File: src/rtl/core/mck_pkg.sv
// Types, constants and the character lookup table for the Morse keyer
package mck_pkg;

	localparam int TICK_W = 16;
	localparam int IDX_W  = 3;
	localparam int CFG_IDX_W = 2;

	// Configuration register indexes
	localparam logic [CFG_IDX_W-1:0] REG_DOT  = 2'd0;
	localparam logic [CFG_IDX_W-1:0] REG_DASH = 2'd1;
	localparam logic [CFG_IDX_W-1:0] REG_GAP  = 2'd2;

	localparam logic [TICK_W-1:0] DOT_RESET  = 16'd200;
	localparam logic [TICK_W-1:0] DASH_RESET = 16'd600;
	localparam logic [TICK_W-1:0] GAP_RESET  = 16'd200;

	localparam logic CMD_LOAD = 1'b0;
	localparam logic CMD_TICK = 1'b1;

	typedef enum logic [1:0] {
		EL_NONE = 2'd0,
		EL_DOT  = 2'd1,
		EL_DASH = 2'd2
	} el_t;

	typedef enum logic [1:0] {
		PH_IDLE = 2'd0,
		PH_ON   = 2'd1,
		PH_GAP  = 2'd2
	} key_phase_t;

	typedef struct packed {
		logic       cmd;
		logic [7:0] char_code;
	} mck_in_t;

	typedef struct packed {
		logic led_on;
		logic busy_res;
		logic accepted;
		logic char_done;
	} mck_out_t;

	typedef struct packed {
		logic [TICK_W-1:0] dot_ticks;
		logic [TICK_W-1:0] dash_ticks;
		logic [TICK_W-1:0] gap_ticks;
	} mck_cfg_t;

	// Pattern: element count, then dashes left-justified (bit 5 is the first element)
	typedef struct packed {
		logic       known;
		logic [2:0] len;
		logic [5:0] dashes;
	} mck_pat_t;

	function automatic mck_pat_t pattern_of(input logic [7:0] c);
		mck_pat_t p;
		p = '{known: 1'b1, len: 3'd0, dashes: 6'b000000};
		unique case (c)
			"A": {p.len, p.dashes} = {3'd2, 6'b010000};
			"B": {p.len, p.dashes} = {3'd4, 6'b100000};
			"C": {p.len, p.dashes} = {3'd4, 6'b101000};
			"D": {p.len, p.dashes} = {3'd3, 6'b100000};
			"E": {p.len, p.dashes} = {3'd1, 6'b000000};
			"F": {p.len, p.dashes} = {3'd4, 6'b001000};
			"G": {p.len, p.dashes} = {3'd3, 6'b110000};
			"H": {p.len, p.dashes} = {3'd4, 6'b000000};
			"I": {p.len, p.dashes} = {3'd2, 6'b000000};
			"J": {p.len, p.dashes} = {3'd4, 6'b011100};
			"K": {p.len, p.dashes} = {3'd3, 6'b101000};
			"L": {p.len, p.dashes} = {3'd4, 6'b010000};
			"M": {p.len, p.dashes} = {3'd2, 6'b110000};
			"N": {p.len, p.dashes} = {3'd2, 6'b100000};
			"O": {p.len, p.dashes} = {3'd3, 6'b111000};
			"P": {p.len, p.dashes} = {3'd4, 6'b011000};
			"Q": {p.len, p.dashes} = {3'd4, 6'b110100};
			"R": {p.len, p.dashes} = {3'd3, 6'b010000};
			"S": {p.len, p.dashes} = {3'd3, 6'b000000};
			"T": {p.len, p.dashes} = {3'd1, 6'b100000};
			"U": {p.len, p.dashes} = {3'd3, 6'b001000};
			"V": {p.len, p.dashes} = {3'd4, 6'b000100};
			"W": {p.len, p.dashes} = {3'd3, 6'b011000};
			"X": {p.len, p.dashes} = {3'd4, 6'b100100};
			"Y": {p.len, p.dashes} = {3'd4, 6'b101100};
			"Z": {p.len, p.dashes} = {3'd4, 6'b110000};
			"0": {p.len, p.dashes} = {3'd5, 6'b111110};
			"1": {p.len, p.dashes} = {3'd5, 6'b011110};
			"2": {p.len, p.dashes} = {3'd5, 6'b001110};
			"3": {p.len, p.dashes} = {3'd5, 6'b000110};
			"4": {p.len, p.dashes} = {3'd5, 6'b000010};
			"5": {p.len, p.dashes} = {3'd5, 6'b000000};
			"6": {p.len, p.dashes} = {3'd5, 6'b100000};
			"7": {p.len, p.dashes} = {3'd5, 6'b110000};
			"8": {p.len, p.dashes} = {3'd5, 6'b111000};
			"9": {p.len, p.dashes} = {3'd5, 6'b111100};
			"?": {p.len, p.dashes} = {3'd6, 6'b001100};
			"/": {p.len, p.dashes} = {3'd5, 6'b100100};
			"(": {p.len, p.dashes} = {3'd5, 6'b101100};
			"-": {p.len, p.dashes} = {3'd6, 6'b100001};
			".": {p.len, p.dashes} = {3'd6, 6'b010101};
			default: p.known = 1'b0;
		endcase
		return p;
	endfunction

endpackage

File: src/rtl/core/mck_core.sv
// Keying state and the per-item next-state logic
module mck_core #(
	parameter int MAX_ELEMENTS = 6
) (
	input  logic              clk,
	input  logic              arst_n,
	input  logic              step,
	input  mck_pkg::mck_in_t  item,
	input  mck_pkg::mck_cfg_t cfg,
	output mck_pkg::mck_out_t result
);

	localparam int SLOT_W = $clog2(MAX_ELEMENTS);

	mck_pkg::el_t                   codes_q [MAX_ELEMENTS];
	mck_pkg::el_t                   codes_d [MAX_ELEMENTS];
	logic [mck_pkg::IDX_W-1:0]      idx_q, idx_d, idx_inc;
	mck_pkg::key_phase_t            phase_q, phase_d;
	logic [mck_pkg::TICK_W-1:0]     cnt_q, cnt_d, cnt_inc, on_limit;
	logic                           led_q, led_d;
	logic                           acc, done;
	mck_pkg::mck_pat_t              pat;
	logic [7:0]                     dash_ext;
	mck_pkg::el_t                   cur_code, nxt_code;
	logic                           load, on_end, gap_end, more;

	assign pat      = mck_pkg::pattern_of(item.char_code);
	assign dash_ext = {pat.dashes, 2'b00};
	assign load     = (item.cmd == mck_pkg::CMD_LOAD) && (phase_q == mck_pkg::PH_IDLE)
		&& pat.known;

	assign cur_code = ({1'b0, idx_q} < 4'(MAX_ELEMENTS)) ? codes_q[idx_q[SLOT_W-1:0]]
		: mck_pkg::EL_NONE;
	assign idx_inc  = idx_q + 3'd1;
	assign nxt_code = ({1'b0, idx_inc} < 4'(MAX_ELEMENTS)) ? codes_q[idx_inc[SLOT_W-1:0]]
		: mck_pkg::EL_NONE;
	assign more     = (nxt_code != mck_pkg::EL_NONE);

	assign cnt_inc  = cnt_q + 16'd1;
	assign on_limit = (cur_code == mck_pkg::EL_DASH) ? cfg.dash_ticks : cfg.dot_ticks;
	assign on_end   = (cnt_inc >= on_limit);
	assign gap_end  = (cnt_inc >= cfg.gap_ticks);

	// Next phase
	always_comb begin
		phase_d = phase_q;
		if (item.cmd == mck_pkg::CMD_LOAD) begin
			if (load) begin
				phase_d = mck_pkg::PH_ON;
			end
		end else begin
			unique case (phase_q)
				mck_pkg::PH_ON: begin
					if (on_end) begin
						phase_d = mck_pkg::PH_GAP;
					end
				end
				mck_pkg::PH_GAP: begin
					if (gap_end) begin
						phase_d = more ? mck_pkg::PH_ON : mck_pkg::PH_IDLE;
					end
				end
				default: phase_d = phase_q;
			endcase
		end
	end

	// Datapath and flags
	always_comb begin
		codes_d = codes_q;
		idx_d   = idx_q;
		cnt_d   = cnt_q;
		led_d   = led_q;
		acc     = 1'b0;
		done    = 1'b0;
		if (item.cmd == mck_pkg::CMD_LOAD) begin
			if (load) begin
				for (int i = 0; i < MAX_ELEMENTS; i++) begin
					if (4'(i) < {1'b0, pat.len}) begin
						codes_d[i] = dash_ext[7-i] ? mck_pkg::EL_DASH : mck_pkg::EL_DOT;
					end else begin
						codes_d[i] = mck_pkg::EL_NONE;
					end
				end
				idx_d = '0;
				cnt_d = '0;
				led_d = 1'b1;
				acc   = 1'b1;
			end
		end else begin
			unique case (phase_q)
				mck_pkg::PH_ON: begin
					cnt_d = on_end ? '0 : cnt_inc;
					if (on_end) begin
						led_d = 1'b0;
					end
				end
				mck_pkg::PH_GAP: begin
					cnt_d = gap_end ? '0 : cnt_inc;
					if (gap_end) begin
						if (more) begin
							idx_d = idx_inc;
							led_d = 1'b1;
						end else begin
							// last gap: drop the pattern and go idle
							for (int i = 0; i < MAX_ELEMENTS; i++) begin
								codes_d[i] = mck_pkg::EL_NONE;
							end
							idx_d = '0;
							led_d = 1'b0;
							done  = 1'b1;
						end
					end
				end
				default: cnt_d = cnt_q;
			endcase
		end
	end

	always_ff @(posedge clk or negedge arst_n) begin
		if (!arst_n) begin
			for (int i = 0; i < MAX_ELEMENTS; i++) begin
				codes_q[i] <= mck_pkg::EL_NONE;
			end
			idx_q   <= '0;
			phase_q <= mck_pkg::PH_IDLE;
			cnt_q   <= '0;
			led_q   <= 1'b0;
		end else if (step) begin
			codes_q <= codes_d;
			idx_q   <= idx_d;
			phase_q <= phase_d;
			cnt_q   <= cnt_d;
			led_q   <= led_d;
		end
	end

	assign result.led_on    = led_d;
	assign result.busy_res  = (phase_d != mck_pkg::PH_IDLE);
	assign result.accepted  = acc;
	assign result.char_done = done;

endmodule

File: src/rtl/core/morse_character_keyer.sv
// Morse keyer: one character or tick per item, one result per item, held in an output register.
// Each accepted item updates the keying state in the cycle it is accepted; its result
// sits in the output register from the next edge until taken.
// Throughput is one item per cycle; the input stalls only while the output register
// holds a result that is itself stalled.
// Reset clears the keying state to idle with the LED off and loads 200/600/200 ticks.
module morse_character_keyer #(
	parameter int MAX_ELEMENTS = 6
) (
	input  logic                             clk,
	input  logic                             arst_n,
	input  logic                             req_valid,
	output logic                             req_stall,
	input  mck_pkg::mck_in_t                 req,
	output logic                             rsp_valid,
	input  logic                             rsp_stall,
	output mck_pkg::mck_out_t                rsp,
	input  logic                             cfg_we,
	input  logic [mck_pkg::CFG_IDX_W-1:0]    cfg_index,
	input  logic [mck_pkg::TICK_W-1:0]       cfg_wdata
);

	mck_pkg::mck_cfg_t cfg_q;
	mck_pkg::mck_out_t result;
	mck_pkg::mck_out_t rsp_q;
	logic              rsp_valid_q;
	logic              accept;

	assign req_stall = rsp_valid_q && rsp_stall;
	assign accept    = req_valid && !req_stall;

	always_ff @(posedge clk or negedge arst_n) begin
		if (!arst_n) begin
			cfg_q.dot_ticks  <= mck_pkg::DOT_RESET;
			cfg_q.dash_ticks <= mck_pkg::DASH_RESET;
			cfg_q.gap_ticks  <= mck_pkg::GAP_RESET;
		end else if (cfg_we) begin
			unique case (cfg_index)
				mck_pkg::REG_DOT:  cfg_q.dot_ticks  <= cfg_wdata;
				mck_pkg::REG_DASH: cfg_q.dash_ticks <= cfg_wdata;
				mck_pkg::REG_GAP:  cfg_q.gap_ticks  <= cfg_wdata;
				default:           cfg_q <= cfg_q;
			endcase
		end
	end

	mck_core #(
		.MAX_ELEMENTS(MAX_ELEMENTS)
	) u_core (
		.clk    (clk),
		.arst_n (arst_n),
		.step   (accept),
		.item   (req),
		.cfg    (cfg_q),
		.result (result)
	);

	always_ff @(posedge clk or negedge arst_n) begin
		if (!arst_n) begin
			rsp_valid_q <= 1'b0;
		end else if (accept) begin
			rsp_valid_q <= 1'b1;
		end else if (!rsp_stall) begin
			rsp_valid_q <= 1'b0;
		end
	end

	// Payload holds while stalled, loads on every accepted item
	always_ff @(posedge clk) begin
		if (accept) begin
			rsp_q <= result;
		end
	end

	assign rsp_valid = rsp_valid_q;
	assign rsp       = rsp_q;

endmodule

File: config.mk
export PLATFORM = sky130hd
export DESIGN_NAME = morse_character_keyer
export DESIGN_NICKNAME = d
export VERILOG_FILES = /design/src/rtl/core/mck_pkg.sv /design/src/rtl/core/mck_core.sv /design/src/rtl/core/morse_character_keyer.sv
export SDC_FILE = /design/constraint.sdc
export NUM_CORES = 1
export LEC_CHECK = 0
export BUFFER_PORTS_ARGS = -buffer_cell sky130_fd_sc_hd__buf_2
export CAP_MARGIN = 20
export CORE_AREA = 10 10 108 110
export DETAILED_ROUTE_END_ITERATION = 8
export DIE_AREA = 0 0 118 120
export GPL_ROUTABILITY_DRIVEN = 0
export PLACE_DENSITY_LB_ADDON = 0.05
export SYNTH_ARGS = -nofsm -noshare
export SYNTH_HDL_FRONTEND = slang
export SYNTH_SLANG_ARGS = --single-unit
export TNS_END_PERCENT = 30
File: constraint.sdc
create_clock -name clk -period 10.1 [get_ports clk]
set_clock_uncertainty 0.05 [all_clocks]
set_input_delay 0.505 -clock clk [delete_from_list [all_inputs] [get_ports clk]]
set_output_delay 0.505 -clock clk [all_outputs]
set_load 0.05 [all_outputs]
Yosys cells after proc, flatten, opt, wreduce, memory -nomap -nowiden
Index checks and enable logic that the tools add are counted.
{ "word_totals": {"regBits": 87, "input_bits": 32, "output_inout_bits": 6, "word_cells": 158} }
{ "op_classes": {"n_addsub": 2, "n_lt_le_gt_ge": 12, "eq_ne": 51, "n_mux": 54, "bitwise_logic": 3, "n_reduce_logical": 18} }
{ "ops": {"columns": ["operator", "count"], "rows": [
  ["9-bit case mux with 41 select lines", 1],
  ["8-bit by 7-bit == test with 1-bit output, second input constant", 26],
  ["8-bit by 6-bit == test with 1-bit output, second input constant", 15],
  ["16-bit two-way mux", 5],
  ["12-bit two-way mux", 5],
  ["2-bit two-way mux", 22],
  ["41-bit OR reduction", 1],
  ["16-bit greater-or-equal comparator", 2],
  ["16-bit case mux with 2 select lines", 1],
  ["16-bit by 1-bit adder with 16-bit output, second input constant", 1],
  ["3-bit two-way mux", 5],
  ["2-bit binary-select mux with 3-bit select", 2],
  ["1-bit two-way mux", 11],
  ["4-bit greater-or-equal comparator, second input constant", 2],
  ["3-bit NOT with 4-bit output", 2],
  ["2-bit == test, second input constant", 3],
  ["1-bit by 3-bit < comparator with 1-bit output, first input constant", 2],
  ["2-bit by 3-bit < comparator with 1-bit output, first input constant", 2],
  ["3-bit < comparator, first input constant", 2],
  ["3-bit < comparator, second input constant", 2],
  ["2-bit by 1-bit inequality test with 1-bit output, second input constant", 3],
  ["2-bit AND reduction", 3],
  ["3-bit AND reduction", 2],
  ["2-bit nonzero test", 3],
  ["other kinds (12)", 17]
]} }

Logic depth before layout (Yosys ltp)
{ "logic_depth": {"word_depth": 12, "ltp_mapped": 16, "mapped_depth_nobuf": 15} }

Modules after synthesis
A second synthesis with hierarchy kept.
{ "unflattened": {"cells_unflattened": 629, "area_unflattened_um2": 6089.6} }
{ "by_module_without_submodules": {"columns": ["module", "n_inst", "cells_each", "area_per_inst_um2", "seq_area_each_um2"], "rows": [
  ["mck_core", 1, 519, 4097.7, 850.8],
  ["morse_character_keyer", 1, 110, 1991.9, 1358.8]
]} }

Worst setup path before layout
OpenSTA, ideal clock, no wires.
{ "synth_timing": {"path_kind": "reg2reg", "start": "reg u_core.idx_q[0] in the netlist's numbering", "end": "reg rsp_q (netlist bit rsp[2]), data pin", "setup_ps": 261, "arrival_time_ps": 3379, "t_required_ps": 9789, "path_slack_ps": 6411, "path_stages_with_launch": 15, "n_path_buf": 2, "synth_period_minus_slack_ps": 3689, "path_cell_list": "dfrtp_1 > buf_2 > nor2_1 > a221oi_1 > a21oi_1 > o21ai_2 > buf_2 > mux2i_1 > ha_1 > nor2b_1 > o211a_1 > o311ai_0 > and3_1 > o221ai_1 > a221o_1"} }
{ "synth_rtl": {"columns": ["element", "line_no", "text"], "rows": [
  ["start, declared", "mck_core.sv:17", "logic [mck_pkg::IDX_W-1:0] idx_q, idx_d, idx_inc;"],
  ["start signal, assigned", "mck_core.sv:131", "idx_q <= idx_d;"],
  ["end signal, assigned", "morse_character_keyer.sv:71", "rsp_q <= result;"],
  ["end, declared", "morse_character_keyer.sv:25", "mck_pkg::mck_out_t rsp_q;"]
]} }

==> metrics.md <==
| Metric | Value |
|---|---|
| Run status | `finished, final reports clean` |
| Layout cell share with drive strength beyond 1 | `22.4%` |
| RSZ-0062 raised after global routing | `false` |
| Critical Path Max Stage Delay | `0.57 ns` |
| P&R area growth vs syn | `7.96%` |
| Hold buffers post-CTS | `0` |
| Top cell by count, worst path | `nand4_1` |
| # IOs | `38` |
| Seq/Total Area, Yosys | `37.4%` |
| Largest family of logic cells by synthesized area | `simple AND/OR/NAND/NOR gates` |
| Reg2reg setup slack | `5.81 ns` |
| Rel. slew slack | `41.2%` |
| CTS Root Cell | `clkbuf_8` |
| Yosys warnings | `0` |
| Die Y-Extent | `120 um` |
| Die area | `0.0142 mm^2` |
| Largest net degree at the start of global routing | `84` |
| Crit path time final | `4.29 ns` |
| CTS sink count | `87` |
| CTS H-tree depth | `3` |
| Drt pass-1 iters | `7` |
| Slew at the pin closest to its max-slew limit | `0.879 ns` |
| CTS resizes | `0` |
| Adder-cell share of the synthesized area | `7.83%` |
| Initial core utilization | `61.9%` |
| Leak | `2.98 nW` |
| Fin nets | `688` |
| Startpoint Class | `flip-flop` |
| Tcrit/Tclk final | `42.5%` |
| CTS tree | `built` |
| Final Hold Vio Count | `0` |
| Yosys reg bits | `87` |
| Critical path capture point type | `flip-flop` |
| Remaining antenna violation count | `0` |
| Drt wl/cell | `17.0 um` |
| Post-synthesis simple-gate area fraction | `16.7%` |
| WP data required | `10.16 ns` |
| Critical path launch point | `u_core.cnt_q[0]` |
| Core Util, Final | `66.8%` |
| Class of the worst hold path | `primary input to flip-flop` |
| Pins Over Slew Limit | `0` |
| Vias/cell | `6.08` |
| Post-synthesis mux area share | `14.9%` |
| Core area | `0.00955 mm^2` |
| Post-synthesis compound-gate area fraction | `15.9%` |
| Post-Syn Instances | `592` |
| Setup_tns | `0 ns` |
| Setup CP Type | `flip-flop to flip-flop` |
| EDFF count, synth | `4` |
| Crit-path leading delay family | `simple AND/OR/NAND/NOR gates` |
| Crit path max fanout | `7` |
| DRC viols | `0` |
| Post-Place Cell Area | `0.00614 mm^2` |
| Maxcap violations | `0` |
| Worst-Skew Late Latency | `0.37 ns` |
| Synth Cell Area | `0.00591 mm^2` |
| Syn nets | `661` |
| First-pass GRT wire length | `22000 um` |
| Width of the die | `118 um` |
| Synth Area in XOR/XNOR | `2.52%` |
| Worst-path clk slew | `0.10 ns` |
| WP buf/inv | `0` |
| Post-synth ARST share | `95.4%` |
| I/O Buffers | `37` |
| Post CTS Setup Buffer Count | `0` |
| Vias in the first global route | `4526` |
| Max Freq | `233 MHz` |
| Netlist cell types | `78` |
| CTS buffer count | `9` |
| Gr usage total | `18.3%` |
| DP HPWL | `9300 um` |
| Setup-failing EPs final | `0` |
| Clock Path Buffers | `2` |
| Worst path arrival time | `4.35 ns` |
| VDD IR max | `82.0 uV` |
| Ant diodes | `0` |
| Routed via count | `4605` |
| Average size of a mapped cell | `9.99 um^2` |
| Design Area, Final | `0.00638 mm^2` |
| Worst path cell trace | `nand4_1 -> nor3_1 -> nand2_1 -> nor2_1 -> and3_1 -> xnor2_1 -> ha_1 -> nand4_1 -> nor3_1 -> o311ai_0 -> and3_1 -> nand2_1 -> nand4_1 -> a221o_1` |
| Worst r2r src | `u_core.cnt_q[0]` |
| Crit-path slowest cell | `nor3_1` |
| Pwr Density | `180 mW/mm^2` |
| Total congestion overflow | `0` |
| Predominant post-synthesis flop cell | `dfrtp_1` |
| Iter 0 DRT Violations | `362` |
| Initial antenna violation count | `0` |
| Hold Crit Start | `req_valid` |
| Routed wire length | `12900 um` |
| Site Rows | `36` |
placed cells by master, fill, tap and decap left out, drive strengths merged, types with 4 or more instances in the layout:
cell     Yosys  final
dfrtp       73     73
mux2        60     60
buf         19     41
nor2        37     37
ha          37     37
a21oi       37     37
inv         34     37
nand2       33     33
o21ai       29     29
mux2i       17     17
nor3        15     15
nand3       14     14
nor2b       13     13
nand2b      12     12
xnor2       10     10
and3        10     10
dfstp       10     10
a211oi      10     10
clkbuf       7     10
a31oi        9      9
nand4        8      8
xor2         7      7
nor3b        7      7
o211ai       5      5
a22oi        5      5
or3          4      4
a211o        4      4
and2         4      4
o2bb2ai      4      4
edfxtp       4      4
synthesized netlist by cell type, drive strengths merged (4+ instances only):
library cell	number	share of area, %
a211oi	10	1.5
a21oi	37	3.2
and3	10	1.1
o211ai	5	0.63
nor2b	13	1.4
a22oi	5	0.87
inv	34	2.2
mux2i	17	2.9
dfstp	10	4.4
nor3	15	1.3
nand3	14	1.3
edfxtp	4	2.0
dfrtp	73	31
o21ai	29	2.6
a31oi	9	0.95
xor2	7	1.0
nand2	33	2.1
xnor2	10	1.5
clkbuf	7	0.44
mux2	60	12
nor2	37	2.3
ha	37	7.8
nor3b	7	0.89
nand2b	12	1.4
buf	19	2.1
o2bb2ai	4	0.59
and2	4	0.42
a211o	4	0.59
or3	4	0.42
nand4	8	0.85
logic make-up (layout without fill, tap and decap cells):
logic type / Yosys count / after routing
buf+inv: 61 / 93
compound gates: 134 / 134
mux: 77 / 77
simple gates: 179 / 179
fa+ha+maj: 37 / 37
flops: 87 / 87
xor+xnor: 17 / 17
per-layer routing:
metal,GRT usage (%),routed length (um),vias to the layer above
met3,3.75,701,12
met4,4.02,115,0
met2,28.0,5810,153
met1,26.0,6230,2209
met5,0,0,-
li1,-,-,2231
metrics by stage:
step	hold slack, ns	setup slack [ns]	total power [mW]	std cells
2_1_floorplan	0.159	6.41	0.783	592
3_3_place_gp	0.435	6.00	0.873	739
3_5_place_dp	0.442	5.92	0.887	739
4_1_cts	0.296	5.83	1.15	755
5_1_grt	0.299	5.42	1.23	757
6_report	0.300	5.81	1.15	757
registers in the layout, summed over array words and instances, names as in the netlist:
| register | flops |
|---|---|
| u_core.phase_q | 2 |
| u_core.led_q | 1 |
| u_core.codes_q | 12 |
| rsp_valid | 1 |
| u_core.cnt_q | 16 |
| u_core.idx_q | 3 |
| rsp | 4 |
| cfg_q | 48 |
area by class of cell:
| class | count | area, um^2 |
|---|---|---|
| multi-input cells | 444 | 3420 |
| fillers | 815 | 3170 |
| flip-flops and latches | 87 | 2210 |
| repair buffers | 42 | 248 |
| well taps | 133 | 166 |
| inverters | 35 | 131 |
| clock buffers | 10 | 128 |
| clock inverters | 6 | 75.1 |
power breakdown:
| part | total [mW] | internal (mW) | switching [mW] |
|---|---|---|---|
| Combinational | 0.414 | 0.181 | 0.233 |
| Sequential | 0.477 | 0.428 | 0.0491 |
| Clock | 0.256 | 0.118 | 0.137 |
path summary, 6_finish.rpt:
| path | end | depth (start not counted) |
|---|---|---|
| max in group asynchronous | cfg_q[25] | 3 |
| setup reg to reg | rsp[2] | 14 |
| setup / recovery | rsp[2] | 14 |
| hold reg to reg | cfg_q[27] | 1 |
| min in group asynchronous | u_core.codes_q[6] | 2 |
| hold / removal | rsp_valid | 2 |
Power figures use the tool's default switching activity.
